--- config.mk ---
export PLATFORM = sky130hd
export DESIGN_NAME = pe_base_relocation_walker_flat
export DESIGN_NICKNAME = d
export VERILOG_FILES = /design/src/sv/prw_pkg.sv /design/src/sv/prw_if.sv /design/src/sv/pe_base_relocation_walker.sv /design/src/sv/prw_out_fifo.sv /design/src/flat_wrapper.sv
export SDC_FILE = /design/constraint.sdc
export NUM_CORES = 1
export LEC_CHECK = 0
export ABC_CLOCK_PERIOD_IN_PS = 9500
export BUFFER_PORTS_ARGS = -buffer_cell sky130_fd_sc_hd__buf_4
export CAP_MARGIN = 10
export CORE_UTILIZATION = 61
export DETAILED_ROUTE_END_ITERATION = 10
export PLACE_DENSITY = 0.8
export SYNTH_ARGS = -nofsm -noshare
export SYNTH_HDL_FRONTEND = slang
export SYNTH_SLANG_ARGS = --single-unit
--- constraint.sdc ---
create_clock -name clk -period 9.5 [get_ports clk]
set_clock_uncertainty 0.1 [all_clocks]
set_input_delay 1.9 -clock clk [delete_from_list [all_inputs] [get_ports clk]]
set_output_delay 1.9 -clock clk [all_outputs]
set_load 0.01 [all_outputs]
--- src/sv/prw_pkg.sv ---
// ----------------------------------------------------------------------------
// prw_pkg
// shared types and constants of the base relocation walker
// ----------------------------------------------------------------------------
package prw_pkg;

	localparam int unsigned HW_W       = 16;
	localparam int unsigned DELTA_W    = 64;
	localparam int unsigned DIRSIZE_W  = 32;
	localparam int unsigned OFFSET_W   = 33;
	localparam int unsigned ENTRIES_W  = 31;
	localparam int unsigned CFG_IDX_W  = 1;

	// result kinds
	typedef enum logic [1:0] {
		KIND_PATCH64  = 2'd0,
		KIND_PATCH32  = 2'd1,
		KIND_FINISHED = 2'd2
	} result_kind_t;

	// finish status codes
	typedef enum logic [1:0] {
		ST_DONE        = 2'd0,
		ST_NOTHING     = 2'd1,
		ST_SHORT_BLOCK = 2'd2,
		ST_ODD_SIZE    = 2'd3
	} status_t;

	// configuration register indexes
	localparam logic [CFG_IDX_W-1:0] CFG_BASE_DELTA     = 1'b0;
	localparam logic [CFG_IDX_W-1:0] CFG_DIRECTORY_SIZE = 1'b1;

	// relocation entry types
	localparam logic [3:0] RELOC_HIGHLOW = 4'd3;
	localparam logic [3:0] RELOC_DIR64   = 4'd10;

	// header position: 0..3 header halfwords, then entries
	localparam logic [2:0] HDR_PAGE_LO  = 3'd0;
	localparam logic [2:0] HDR_PAGE_HI  = 3'd1;
	localparam logic [2:0] HDR_SIZE_LO  = 3'd2;
	localparam logic [2:0] HDR_SIZE_HI  = 3'd3;
	localparam logic [2:0] HDR_ENTRIES  = 3'd4;

	localparam logic [11:0] ENTRY_OFF_MASK = 12'h0FFF;
	localparam logic [31:0] BLOCK_HDR_BYTES = 32'd8;

	typedef struct packed {
		result_kind_t              kind;
		logic [OFFSET_W-1:0]       patch_offset;
		logic [DELTA_W-1:0]        addend;
		status_t                   status;
		logic                      last;
	} result_t;

endpackage

--- src/sv/prw_if.sv ---
// ----------------------------------------------------------------------------
// prw interfaces
// valid/ready channels of the base relocation walker
// ----------------------------------------------------------------------------
interface prw_in_if;
	import prw_pkg::*;
	logic            valid;
	logic            ready;
	logic [HW_W-1:0] halfword;

	modport source (output valid, output halfword, input ready);
	modport sink   (input valid, input halfword, output ready);
endinterface

interface prw_out_if;
	import prw_pkg::*;
	logic                valid;
	logic                ready;
	logic [1:0]          result_kind;
	logic [OFFSET_W-1:0] patch_offset;
	logic [DELTA_W-1:0]  addend;
	logic [1:0]          status;
	logic                last;

	modport source (output valid, output result_kind, output patch_offset, output addend,
		output status, output last, input ready);
	modport sink   (input valid, input result_kind, input patch_offset, input addend,
		input status, input last, output ready);
endinterface

interface prw_cfg_if;
	import prw_pkg::*;
	logic                 valid;
	logic                 ready;
	logic [CFG_IDX_W-1:0] index;
	logic [DELTA_W-1:0]   data;

	modport source (output valid, output index, output data, input ready);
	modport sink   (input valid, input index, input data, output ready);
endinterface

--- src/sv/pe_base_relocation_walker.sv ---
// ----------------------------------------------------------------------------
// pe_base_relocation_walker
// walks a PE/COFF base relocation directory and emits patch requests
// ----------------------------------------------------------------------------
// The directory streams in as 16-bit little-endian halfwords, one transaction
// each. Every block starts with four halfwords (page offset low/high, block
// size low/high) followed by entries of 4-bit type and 12-bit page offset.
// DIR64 entries give a 64-bit patch with the full base_delta as addend,
// HIGHLOW entries a 32-bit patch with its low 32 bits, other types are
// skipped. A pass ends with one finished result (last set) whose status is
// done, nothing to do (base_delta or directory_size zero at pass start),
// short block (size below 8) or odd size. The next halfword starts a new
// pass. Each halfword is taken into an input register and decoded from
// there into at most two results that go to a small result queue; a
// halfword can be accepted every cycle as long as the queue has room for
// two results. The output gives one result a cycle while it is ready, so
// sustained rate is one halfword a cycle, dropping only while the output
// stalls or a block-closing entry puts a patch and a finished result into
// the queue together. A result passes the input register and then the
// result queue before it shows up as output valid.
// Configuration is written through the cfg channel (index 0 base_delta,
// 1 directory_size), which is always ready.
// ----------------------------------------------------------------------------
module pe_base_relocation_walker #(
	parameter int unsigned OUT_DEPTH = 4
) (
	input  logic     clk,
	input  logic     arst_n,
	prw_in_if.sink   in_ch,
	prw_out_if.source out_ch,
	prw_cfg_if.sink  cfg
);
	import prw_pkg::*;

	// configuration registers
	logic [DELTA_W-1:0]   delta_q;
	logic [DIRSIZE_W-1:0] dirsize_q;

	// walk state
	logic [2:0]           hidx_q;
	logic [31:0]          page_q;
	logic [31:0]          block_q;
	logic [ENTRIES_W-1:0] entries_q;
	logic [OFFSET_W-1:0]  consumed_q;

	// input stage
	logic                 valid_s1;
	logic [HW_W-1:0]      halfword_s1;

	// next state
	logic [2:0]           hidx_d;
	logic [31:0]          page_d;
	logic [31:0]          block_d;
	logic [ENTRIES_W-1:0] entries_d;
	logic [OFFSET_W-1:0]  consumed_d;

	logic                 room_two;
	logic                 advance;
	logic [1:0]           step_cnt;
	logic [1:0]           push_cnt;
	result_t              res [2];

	logic                 nothing;
	logic [31:0]          full_block;
	logic [31:0]          block_sel;
	logic [ENTRIES_W-1:0] entries_calc;
	logic [ENTRIES_W-1:0] entries_dec;
	logic [OFFSET_W-1:0]  entry_off;
	logic [OFFSET_W-1:0]  close_sum;
	logic                 close_done;
	logic [3:0]           etype;

	function automatic result_t make_finish(input status_t st);
		result_t r;
		r.kind         = KIND_FINISHED;
		r.patch_offset = '0;
		r.addend       = '0;
		r.status       = st;
		r.last         = 1'b1;
		return r;
	endfunction

	function automatic result_t make_patch(input result_kind_t k,
		input logic [OFFSET_W-1:0] off, input logic [DELTA_W-1:0] add);
		result_t r;
		r.kind         = k;
		r.patch_offset = off;
		r.addend       = add;
		r.status       = ST_DONE;
		r.last         = 1'b0;
		return r;
	endfunction

	// input register frees up when its item goes to the queue
	assign advance     = valid_s1 && room_two;
	assign in_ch.ready = !valid_s1 || room_two;
	assign cfg.ready   = 1'b1;
	assign push_cnt    = advance ? step_cnt : 2'd0;

	// header/entry decode and block accounting
	always_comb begin
		hidx_d     = hidx_q;
		page_d     = page_q;
		block_d    = block_q;
		entries_d  = entries_q;
		consumed_d = consumed_q;
		step_cnt   = 2'd0;
		res[0]     = make_finish(ST_DONE);
		res[1]     = make_finish(ST_DONE);

		etype        = halfword_s1[15:12];
		full_block   = {halfword_s1, block_q[15:0]};
		block_sel    = (hidx_q == HDR_SIZE_HI) ? full_block : block_q;
		entries_calc = ENTRIES_W'((full_block - BLOCK_HDR_BYTES) >> 1);
		entries_dec  = (entries_q != '0) ? entries_q - ENTRIES_W'(1) : entries_q;
		entry_off    = {1'b0, page_q} + OFFSET_W'(halfword_s1 & HW_W'(ENTRY_OFF_MASK));
		close_sum    = consumed_q + OFFSET_W'(block_sel);
		close_done   = (close_sum >= OFFSET_W'(dirsize_q));

		// zero checks only at the very start of a pass
		nothing = (hidx_q == HDR_PAGE_LO) && (consumed_q == '0) &&
			((delta_q == '0) || (dirsize_q == '0));

		if (nothing) begin
			res[0]   = make_finish(ST_NOTHING);
			step_cnt = 2'd1;
		end else begin
			case (hidx_q)
				HDR_PAGE_LO: begin
					page_d = {16'd0, halfword_s1};
					hidx_d = HDR_PAGE_HI;
				end
				HDR_PAGE_HI: begin
					page_d = {halfword_s1, page_q[15:0]};
					hidx_d = HDR_SIZE_LO;
				end
				HDR_SIZE_LO: begin
					block_d = {16'd0, halfword_s1};
					hidx_d  = HDR_SIZE_HI;
				end
				HDR_SIZE_HI: begin
					block_d = full_block;
					if (full_block < BLOCK_HDR_BYTES) begin
						res[0]     = make_finish(ST_SHORT_BLOCK);
						step_cnt   = 2'd1;
						hidx_d     = HDR_PAGE_LO;
						page_d     = '0;
						block_d    = '0;
						entries_d  = '0;
						consumed_d = '0;
					end else if (full_block[0]) begin
						res[0]     = make_finish(ST_ODD_SIZE);
						step_cnt   = 2'd1;
						hidx_d     = HDR_PAGE_LO;
						page_d     = '0;
						block_d    = '0;
						entries_d  = '0;
						consumed_d = '0;
					end else if (entries_calc == '0) begin
						// header-only block closes at once
						hidx_d    = HDR_PAGE_LO;
						page_d    = '0;
						block_d   = '0;
						entries_d = '0;
						if (close_done) begin
							res[0]     = make_finish(ST_DONE);
							step_cnt   = 2'd1;
							consumed_d = '0;
						end else begin
							consumed_d = close_sum;
						end
					end else begin
						entries_d = entries_calc;
						hidx_d    = HDR_ENTRIES;
					end
				end
				default: begin
					// entries phase
					if (etype == RELOC_DIR64) begin
						res[0]   = make_patch(KIND_PATCH64, entry_off, delta_q);
						step_cnt = 2'd1;
					end else if (etype == RELOC_HIGHLOW) begin
						res[0]   = make_patch(KIND_PATCH32, entry_off,
							{32'd0, delta_q[31:0]});
						step_cnt = 2'd1;
					end
					entries_d = entries_dec;
					if (entries_dec == '0) begin
						hidx_d  = HDR_PAGE_LO;
						page_d  = '0;
						block_d = '0;
						if (close_done) begin
							// finish follows any patch of the last entry
							if (step_cnt == 2'd1) begin
								res[1]   = make_finish(ST_DONE);
								step_cnt = 2'd2;
							end else begin
								res[0]   = make_finish(ST_DONE);
								step_cnt = 2'd1;
							end
							consumed_d = '0;
						end else begin
							consumed_d = close_sum;
						end
					end
				end
			endcase
		end
	end

	always_ff @(posedge clk or negedge arst_n) begin
		if (!arst_n) begin
			valid_s1   <= 1'b0;
			delta_q    <= '0;
			dirsize_q  <= '0;
			hidx_q     <= HDR_PAGE_LO;
			page_q     <= '0;
			block_q    <= '0;
			entries_q  <= '0;
			consumed_q <= '0;
		end else begin
			if (in_ch.ready) begin
				valid_s1 <= in_ch.valid;
			end
			if (cfg.valid) begin
				case (cfg.index)
					CFG_BASE_DELTA:     delta_q   <= cfg.data;
					CFG_DIRECTORY_SIZE: dirsize_q <= cfg.data[DIRSIZE_W-1:0];
					default:            delta_q   <= delta_q;
				endcase
			end
			if (advance) begin
				hidx_q     <= hidx_d;
				page_q     <= page_d;
				block_q    <= block_d;
				entries_q  <= entries_d;
				consumed_q <= consumed_d;
			end
		end
	end

	// input payload register, no reset
	always_ff @(posedge clk) begin
		if (in_ch.valid && in_ch.ready) begin
			halfword_s1 <= in_ch.halfword;
		end
	end

	prw_out_fifo #(
		.DEPTH (OUT_DEPTH)
	) u_out_fifo (
		.clk       (clk),
		.arst_n    (arst_n),
		.push_cnt  (push_cnt),
		.push_data (res),
		.room_two  (room_two),
		.out_ch    (out_ch)
	);

	// a finished result always closes the pass
	a_finish_last: assert property (@(posedge clk) disable iff (!arst_n)
		(out_ch.valid && (out_ch.result_kind == KIND_FINISHED)) |-> out_ch.last)
		else $error("finished result without last");

	// after a finish the walk state is back at reset
	a_finish_clears: assert property (@(posedge clk) disable iff (!arst_n)
		((push_cnt != 2'd0) && (res[0].kind == KIND_FINISHED || (push_cnt == 2'd2)))
		|=> (hidx_q == HDR_PAGE_LO && consumed_q == '0 && entries_q == '0))
		else $error("walk state not cleared after finish");

	// entries phase always has entries left to read
	a_entries_left: assert property (@(posedge clk) disable iff (!arst_n)
		(hidx_q == HDR_ENTRIES) |-> (entries_q != '0))
		else $error("entries phase with no entries left");

	// header position never runs past the entries phase
	a_hidx_range: assert property (@(posedge clk) disable iff (!arst_n)
		hidx_q <= HDR_ENTRIES)
		else $error("header position out of range");

endmodule

--- src/sv/prw_out_fifo.sv ---
// ----------------------------------------------------------------------------
// prw_out_fifo
// result queue taking up to two results a cycle and giving one
// ----------------------------------------------------------------------------
module prw_out_fifo #(
	parameter int unsigned DEPTH = 4
) (
	input  logic               clk,
	input  logic               arst_n,
	input  logic [1:0]         push_cnt,
	input  prw_pkg::result_t   push_data [2],
	output logic               room_two,
	prw_out_if.source          out_ch
);
	import prw_pkg::*;

	localparam int unsigned PW = (DEPTH > 1) ? $clog2(DEPTH) : 1;
	localparam int unsigned CW = $clog2(DEPTH + 1);

	result_t         mem_q [DEPTH];
	logic [PW-1:0]   wr_q;
	logic [PW-1:0]   rd_q;
	logic [CW-1:0]   count_q;
	logic            pop;
	logic [PW-1:0]   wr_next1;
	logic [PW-1:0]   wr_next2;
	result_t         head;

	function automatic logic [PW-1:0] ptr_inc(input logic [PW-1:0] p);
		ptr_inc = (p == PW'(DEPTH - 1)) ? '0 : p + PW'(1);
	endfunction

	assign wr_next1 = ptr_inc(wr_q);
	assign wr_next2 = ptr_inc(wr_next1);
	assign pop      = out_ch.valid && out_ch.ready;
	assign room_two = (count_q <= CW'(DEPTH - 2));
	assign head     = mem_q[rd_q];

	assign out_ch.valid        = (count_q != '0);
	assign out_ch.result_kind  = head.kind;
	assign out_ch.patch_offset = head.patch_offset;
	assign out_ch.addend       = head.addend;
	assign out_ch.status       = head.status;
	assign out_ch.last         = head.last;

	always_ff @(posedge clk or negedge arst_n) begin
		if (!arst_n) begin
			wr_q    <= '0;
			rd_q    <= '0;
			count_q <= '0;
		end else begin
			count_q <= count_q + CW'(push_cnt) - CW'(pop);
			if (pop) begin
				rd_q <= ptr_inc(rd_q);
			end
			case (push_cnt)
				2'd1:    wr_q <= wr_next1;
				2'd2:    wr_q <= wr_next2;
				default: wr_q <= wr_q;
			endcase
		end
	end

	// payload storage, no reset
	always_ff @(posedge clk) begin
		if (push_cnt != 2'd0) begin
			mem_q[wr_q] <= push_data[0];
		end
		if (push_cnt == 2'd2) begin
			mem_q[wr_next1] <= push_data[1];
		end
	end

endmodule
--- src/flat_wrapper.sv ---
// flat-port wrapper written by rule: the top's interface ports become plain ports
module pe_base_relocation_walker_flat import prw_pkg::*;
#(
	parameter int unsigned OUT_DEPTH = 4
)
  (clk, arst_n, in_ch_valid, in_ch_halfword, in_ch_ready, out_ch_valid, out_ch_result_kind, out_ch_patch_offset, out_ch_addend, out_ch_status, out_ch_last, out_ch_ready, cfg_valid, cfg_index, cfg_data, cfg_ready);
  prw_in_if in_ch_i ();
  prw_out_if out_ch_i ();
  prw_cfg_if cfg_i ();
  input  logic clk;
  input  logic arst_n;
  input wire logic [$bits(in_ch_i.valid)-1:0] in_ch_valid;
  input wire logic [$bits(in_ch_i.halfword)-1:0] in_ch_halfword;
  output wire logic [$bits(in_ch_i.ready)-1:0] in_ch_ready;
  output wire logic [$bits(out_ch_i.valid)-1:0] out_ch_valid;
  output wire logic [$bits(out_ch_i.result_kind)-1:0] out_ch_result_kind;
  output wire logic [$bits(out_ch_i.patch_offset)-1:0] out_ch_patch_offset;
  output wire logic [$bits(out_ch_i.addend)-1:0] out_ch_addend;
  output wire logic [$bits(out_ch_i.status)-1:0] out_ch_status;
  output wire logic [$bits(out_ch_i.last)-1:0] out_ch_last;
  input wire logic [$bits(out_ch_i.ready)-1:0] out_ch_ready;
  input wire logic [$bits(cfg_i.valid)-1:0] cfg_valid;
  input wire logic [$bits(cfg_i.index)-1:0] cfg_index;
  input wire logic [$bits(cfg_i.data)-1:0] cfg_data;
  output wire logic [$bits(cfg_i.ready)-1:0] cfg_ready;
  assign in_ch_i.valid = in_ch_valid;
  assign in_ch_i.halfword = in_ch_halfword;
  assign in_ch_ready = in_ch_i.ready;
  assign out_ch_valid = out_ch_i.valid;
  assign out_ch_result_kind = out_ch_i.result_kind;
  assign out_ch_patch_offset = out_ch_i.patch_offset;
  assign out_ch_addend = out_ch_i.addend;
  assign out_ch_status = out_ch_i.status;
  assign out_ch_last = out_ch_i.last;
  assign out_ch_i.ready = out_ch_ready;
  assign cfg_i.valid = cfg_valid;
  assign cfg_i.index = cfg_index;
  assign cfg_i.data = cfg_data;
  assign cfg_ready = cfg_i.ready;
  pe_base_relocation_walker #(.OUT_DEPTH(OUT_DEPTH)) u_core (.clk(clk), .arst_n(arst_n), .in_ch(in_ch_i), .out_ch(out_ch_i), .cfg(cfg_i));
endmodule
==> out/summary.txt, run 1 <==
initial antenna violation count: 4
Crit Reg-Reg Startpoint: u_core.hidx_q[2]
Ys Warns: 0
NetSw: 3.75 mW
Clock power frac: 28.4%
Num CTS Buffers: 70
CTS H-tree depth: 3
post-layout net count: 3654
Synth top area share: 25.2%
GRT Resource Usage Total: 36.1%
synthesized area per cell: 9.37 sq um
Post-CTS Resized: 0
Critical Path AT: 9.37 ns
Synth Area in XOR/XNOR: 2.49%
CP peak stage delay: 0.75 ns
post-synth cell types: 86
post-synth net total: 3603
hold-fix buffer count after cts: 0
ranking of synthesized cells by area: dfxtp_1 (25%), dfrtp_1 (18%), mux4_2 (7.1%), nand2_1 (6.8%), a21oi_1 (6.0%)
Port-buffer cells: 189
Post-Syn Area: 0.0320 sq mm
status: finished clean
Critical path origin: u_core.hidx_q[2]
crit end category: register
sequential area share after synthesis: 45.1%
Crit-path slowest cell: nand2b_2
hpwl dp: 60.8 mm
CTS tree: done
total of fill cells in the finished design: 3754
final worst slack: 0.558 ns
combinational share of power: 33.9%
crit-path most repeated cell: ha_1
Chip Width: 231 microns
Lkg Pwr: 14.3 nW
routed len/inst: 23.0 microns
Yosys reg bits: 655
layout cells sized above 1: 17.1%
Hold EP: u_core.u_out_fifo.mem_q[3][58]
vias in the first global route: 27500
Compound-Gate Fraction of Synth Area: 15.1%
RSZ-0062 raised after global routing: no
vias per std cell: 6.66
Tmin final: 8.94 ns
Cell Pwr Density: 273 mW/mm^2
Boundary Pins: 191
Worst EP required: 9.93 ns
largest family of logic cells by synthesized area: simple AND/OR/NAND/NOR gates
Setup WS pre-CTS: 0.777 ns
# diodes: 0
Sum Neg Setup Slack: 0 ns
grt ovf: 0
CTS max path bufs: 3
area grow syn2layout: 13.0%
main flop type after synthesis: dfxtp_1
FF-to-FF setup slack: 0.56 ns
first-pass GRT wire length: 153 mm
Synth Area in Adders: 3.90%
highest achievable clock rate: 112 MHz
Vias: 28000
DRC Markers: 0
R2R cell count: 30
post-route ant nets: 0
Worst R2R End: u_core.u_out_fifo.mem_q[1][19]
Synth Instances: 3419
Async SR Flop Fraction: 35.9%
Slew Limit Fails: 0
Sw Share: 37.9%
Die Ht: 231 microns
Slew HR: 23.3%
most common cell after layout, fill and taps aside: nand2_1
Site Rows: 83
met2 wire length: 45.4 mm
setup bufs post-CTS: 0
Die Area: 0.0534 sq mm
met3 WL post-DR: 9.19 mm
hold slack: 0.354 ns
crit path kind: register to register
1st-iter DRT viols: 3341
startpoint types: register
Core Util, Final: 70.1%
max layer used: met5
core outline area: 0.0516 sq mm
clock edge transition at the registers on the reported setup and hold paths: 0.06 ns
largest area contributor in the netlist: dfxtp_1
Reg power frac: 37.8%
period utilisation layout: 94.1%
Total Routed Length: 96.8 mm
1st-pass router iterations: 6
Simple-Gate Fraction of Synth Area: 17.4%
largest net degree at the start of global routing: 128
portion of netlist area occupied by mux cells: 11.6%
maxcap violations: 0
beginning of the worst hold path: u_core.u_out_fifo.mem_q[3][58]
most frequent cells in the layout: nand2_1 (583), dfxtp_1 (404), a21oi_1 (383), nand3_1 (299), dfrtp_1 (233)
peak supply drop: 0.191 mV
Final setup viols: 0
Clock Tree Root: clkbuf_16
latest clock arrival within the worst-skew pair: 0.63 ns
EDFF count, synth: 16
Sink Count: 655
hold path cells: 2
Crit Path Max Fanout: 50
Int Power: 6.14 mW
Initial Utilization: 62.1%
worst hold path type: register to register
Worst-Margin Slew: 1.15 ns
met1 wire length: 39.1 mm
Final Hold Fails: 0
GPL Wtd Cong: 0.951
worst max-delay path by stage:
stage | end | slack (ns) | cells past startpoint
finish | u_core.u_out_fifo.mem_q[1][19] | 0.56 | 30
global route | u_core.u_out_fifo.mem_q[1][19] | 0.02 | 31
CTS | u_core.u_out_fifo.mem_q[1][19] | 0.70 | 30
detailed placement | u_core.u_out_fifo.mem_q[1][19] | 0.78 | 30
global placement | u_core.u_out_fifo.mem_q[1][30] | 1.14 | 28
floorplan | u_core.u_out_fifo.mem_q[2][36] | 1.44 | 34
sequential cells by signal, summed over array words and instances (netlist names), 16 cells and up:
| signal | flops |
|---|---|
| u_core.block_q | 32 |
| u_core.consumed_q | 33 |
| u_core.delta_q | 64 |
| u_core.dirsize_q | 32 |
| u_core.entries_q | 31 |
| u_core.halfword_s1 | 16 |
| u_core.page_q | 32 |
| u_core.u_out_fifo.mem_q | 404 |
critical path, delay by kind of cell (launching register included):
kind | cells | cell delay, ns
xor+xnor | 1 | 0.17
simple gates | 10 | 2.29
fa+ha+maj | 4 | 1.51
compound gates | 10 | 2.97
buf+inv | 4 | 0.90
flops | 1 | 0.57
mux | 1 | 0.26
layer usage:
metal | track usage [%] | vias to the layer above
met3 | 6.87 | 259
li1 | - | 12400
met2 | 57.4 | 1663
met5 | 0 | -
met1 | 49.0 | 13700
met4 | 13.4 | 4
cell families after synthesis:
logic type,count (synthesis)
buffers and inverters,355
DFF,655
muxes,231
AOI/OAI and AO/OA,788
xor gates and xnor gates,91
other,1
adders and majority gates,98
and+or+nand+nor,1200
cell type report:
class                           instances  area, sq um  area share (%)
Inverter                               99          372            1.03
Tap cell                              680          851            2.35
Clock inverter                         26          313           0.864
Sequential cell                       655        14500            39.9
Clock buffer                          102         2070            5.71
Multi-Input combinational cell       2409        16200            44.9
Timing Repair Buffer                  235         1890            5.23
cell usage after synthesis, drive strengths merged, types with 13 or more instances:
cell      n
nand2   583
dfxtp   404
a21oi   385
nand3   302
dfrtp   235
clkbuf  206
o21ai   152
mux2    104
mux4    101
inv      98
ha       95
a22o     87
nor2     78
xnor2    61
nor4     56
buf      50
nor3     44
xor2     30
nand4    27
mux2i    26
a41oi    22
a211oi   21
and2     21
a21o     18
edfxtp   16
o22ai    14
or3      13
per-stage QoR:
step                total power, mW  area (sq um)  std cells
global placement               6.91         33800       4077
detailed placement             7.02         33800       4077
CTS                            9.83         36200       4205
floorplan                      5.98         32000       3419
global route                   10.4         36200       4206
finish                         9.89         36200       4206
power groups by stage:
| stage | clock [mW] | combinational [mW] | sequential (mW) |
|---|---|---|---|
| 5_1_grt | 2.94 | 3.63 | 3.78 |
| 3_5_place_dp | 0 | 3.27 | 3.76 |
| 3_3_place_gp | 0 | 3.18 | 3.74 |
| 6_report | 2.80 | 3.35 | 3.74 |
| 2_1_floorplan | 0 | 2.49 | 3.49 |
| 4_1_cts | 2.82 | 3.29 | 3.71 |
Power figures use the tool's default switching activity.
==> inputs of run 2 (changes only) <==
Settings changed: PLACE_DENSITY 0.8 to 0.86, SLEW_MARGIN set to 20.
==> run 2 against run 1 <==
Net effect:
- non-clock buffer count up 7
- hold slack worse by 0.0039 ns
- cell count up 0.14%
- sequential share of layout area up 0.17 points
- first-iteration DRC count up 11%
- setup slack better by 0.30 ns
- via count up 0.99%
- critical path depth unchanged
- register-to-register slack better by 0.30 ns
- fmax up 3.4%
- clock power down 5%
- wire length down 2.8%
- critical endpoint is now u_core.u_out_fifo.mem_q[2][21]
==> out/summary.txt, run 2 (same netlist as run 1, synthesis figures left out) <==
status: finished clean
hpwl dp: 59.0 mm (-3.1%)
Clock Tree Root: clkbuf_16
setup bufs post-CTS: 0 (unchanged)
biggest regs: u_core.u_out_fifo.mem_q: 404 flops, u_core.delta_q: 64 flops, u_core.consumed_q: 33 flops
Tmin final: 8.65 ns (-0.296 ns)
crit path kind: register to register
hold slack: 0.350 ns (-0.00394 ns)
Initial Utilization: 62.1% (unchanged)
Die Ht: 231 microns (unchanged)
Crit Path Max Fanout: 39 (-22%)
Worst EP required: 9.95 ns (+0.02 ns)
top cell family by delay on the critical path: compound AO/OA/AOI/OAI gates
count of non-filler cells in the finished layout: 4212 (+0.14%)
Num CTS Buffers: 69 (-1.4%)
highest achievable clock rate: 116 MHz (+3.4%)
post-layout net count: 3661 (+0.19%)
Worst-Margin Slew: 1.14 ns (-0.00610 ns)
Lkg Pwr: 14.3 nW (-0.17%)
worst hold path type: register to register
CP peak stage delay: 0.56 ns (-0.19 ns)
maxcap violations: 0 (unchanged)
core outline area: 0.0516 sq mm (unchanged)
area grow syn2layout: 12.5%
Slew HR: 23.5% (+0.21 points)
largest net degree at the start of global routing: 108 (-16%)
DRC Markers: 0 (unchanged)
routed len/inst: 22.3 microns (-3.0%)
CTS H-tree depth: 3 (unchanged)
Die Area: 0.0534 sq mm (unchanged)
vias in the first global route: 27200 (-1.2%)
total of fill cells in the finished design: 3671 (-2.2%)
register name with the most flops: u_core.u_out_fifo.mem_q
1st-pass router iterations: 8 (+2)
startpoint types: register
vias per std cell: 6.72 (+0.85%)
latest clock arrival within the worst-skew pair: 0.62 ns (about the same)
Sum Neg Setup Slack: 0 ns (unchanged)
Cell Pwr Density: 270 mW/mm^2 (-1.1%)
first-pass GRT wire length: 149 mm (-2.1%)
RSZ-0062 raised after global routing: no
Crit-path slowest cell: dfrtp_1
GPL Wtd Cong: 0.975 (+2.5%)
Tot Pwr: 9.74 mW (-1.5%)
hold-fix buffer count after cts: 0 (unchanged)
Sink Count: 655 (unchanged)
CTS tree: done
Boundary Pins: 191 (unchanged)
Final Hold Fails: 0 (unchanged)
most common cell after layout, fill and taps aside: nand2_1
clock edge transition at the registers on the reported setup and hold paths: 0.06 ns (about the same)
Chip Width: 231 microns (unchanged)
period utilisation layout: 91.0% (-3.1 points)
post-route ant nets: 0 (unchanged)
# diodes: 0 (unchanged)
Final setup viols: 0 (unchanged)
initial antenna violation count: 3 (-1)
Site Rows: 83 (unchanged)
Critical Path AT: 9.10 ns (-0.27 ns)
flip-flop count of the largest register after layout: 404 (unchanged)
most frequent cells in the layout: nand2_1 (583), dfxtp_1 (404), a21oi_1 (383), nand3_1 (299), buf_4 (235)
crit end category: register
layout cells sized above 1: 17.1% (about the same)
Bufs and invs on worst path: 4 (unchanged)
Vias: 28300 (+0.99%)
DP Cell Count: 4085 (+0.20%)
Port-buffer cells: 189 (unchanged)
CTS max path bufs: 3 (unchanged)
Slew Limit Fails: 0 (unchanged)
GRT Resource Usage Total: 35.1% (-1.0 points)
Total Routed Length: 94.1 mm (-2.8%)
1st-iter DRT viols: 3706 (+11%)
peak supply drop: 0.166 mV (-13%)
grt ovf: 0 (unchanged)
==> run 2: cell count changes in the layout (fill, tap and decap cells not counted), moves of 3 or more <==
| cell | previous run | this run |
|---|---|---|
| buf_4 | 225 | 235 |
| buf_12 | 8 | 4 |
| clkbuf_1 | 17 | 21 |
| clkinvlp_4 | 4 | 0 |
| nand2b_4 | 0 | 4 |
| bufinv_16 | 4 | 1 |
| clkbuf_16 | 74 | 71 |
| nand2b_2 | 4 | 1 |
==> run 2: path summary, 6_finish.rpt <==
path	endpoint	slack [ns]	depth (start not counted)	startpoint
worst max-delay path	u_core.u_out_fifo.mem_q[2][21]	0.85	30	u_core.hidx_q[2]
min in group asynchronous	u_core.entries_q[2]	1.27	1	arst_n
worst min register to register	u_core.u_out_fifo.mem_q[0][95]	0.35	2	u_core.u_out_fifo.mem_q[0][95]
worst min-delay path	u_core.u_out_fifo.mem_q[0][95]	0.35	2	u_core.u_out_fifo.mem_q[0][95]
worst max register to register	u_core.u_out_fifo.mem_q[2][21]	0.85	30	u_core.hidx_q[2]
max in group asynchronous	u_core.delta_q[53]	6.73	2	arst_n
==> run 2: repair_timing <==
item                       4_1_cts  5_1_grt
setup endpoints to repair        0      301
hold endpoints to repair         0        0
resized for setup                0        6
==> run 2: stage by stage <==
| step | setup WS, ns | util [%] | cell area, sq um |
|---|---|---|---|
| after floorplan | 1.44 | - | 32000 |
| after global placement | 0.928 | 65.5 | 33800 |
| after detailed placement | 0.602 | 65.5 | 33800 |
| after CTS | 0.434 | 69.8 | 36000 |
| after global routing | 0.173 | 69.8 | 36000 |
| final | 0.854 | 69.8 | 36000 |
==> run 2: tightest hold or removal path, cell delays in order, from the launching register on <==
cell and delay (ns):
dfxtp_1 0.32, nand2_1 0.04, o21ai_0 0.05
==> run 2: per-layer routing <==
| layer | track usage, % | share of wire (%) | wire (microns) | up-vias |
|---|---|---|---|---|
| met5 | 0 | 0.030 | 28 | - |
| met3 | 6.67 | 11 | 10200 | 312 |
| met1 | 48.6 | 39 | 37100 | 13700 |
| met4 | 14.6 | 3.6 | 3420 | 4 |
| met2 | 54.1 | 46 | 43300 | 1873 |
| li1 | - | - | - | 12400 |
==> run 2: final cells by class <==
cell class / count / area [sq um] / area share, %
clock inverter: 21 / 165 / 0.458
timing repair buffer: 242 / 1880 / 5.22
sequential: 655 / 14500 / 40.1
multi-input combinational: 2410 / 16300 / 45.2
tap: 680 / 851 / 2.36
clock buffer: 105 / 2030 / 5.64
inverter: 99 / 372 / 1.03
==> run 2: power breakdown <==
group          internal (mW)  leakage (nW)  switching (mW)
clock network           1.51          1.09            1.13
logic                   1.32          6.85            1.98
registers               3.17          6.36           0.609
total                   6.01          14.3            3.73
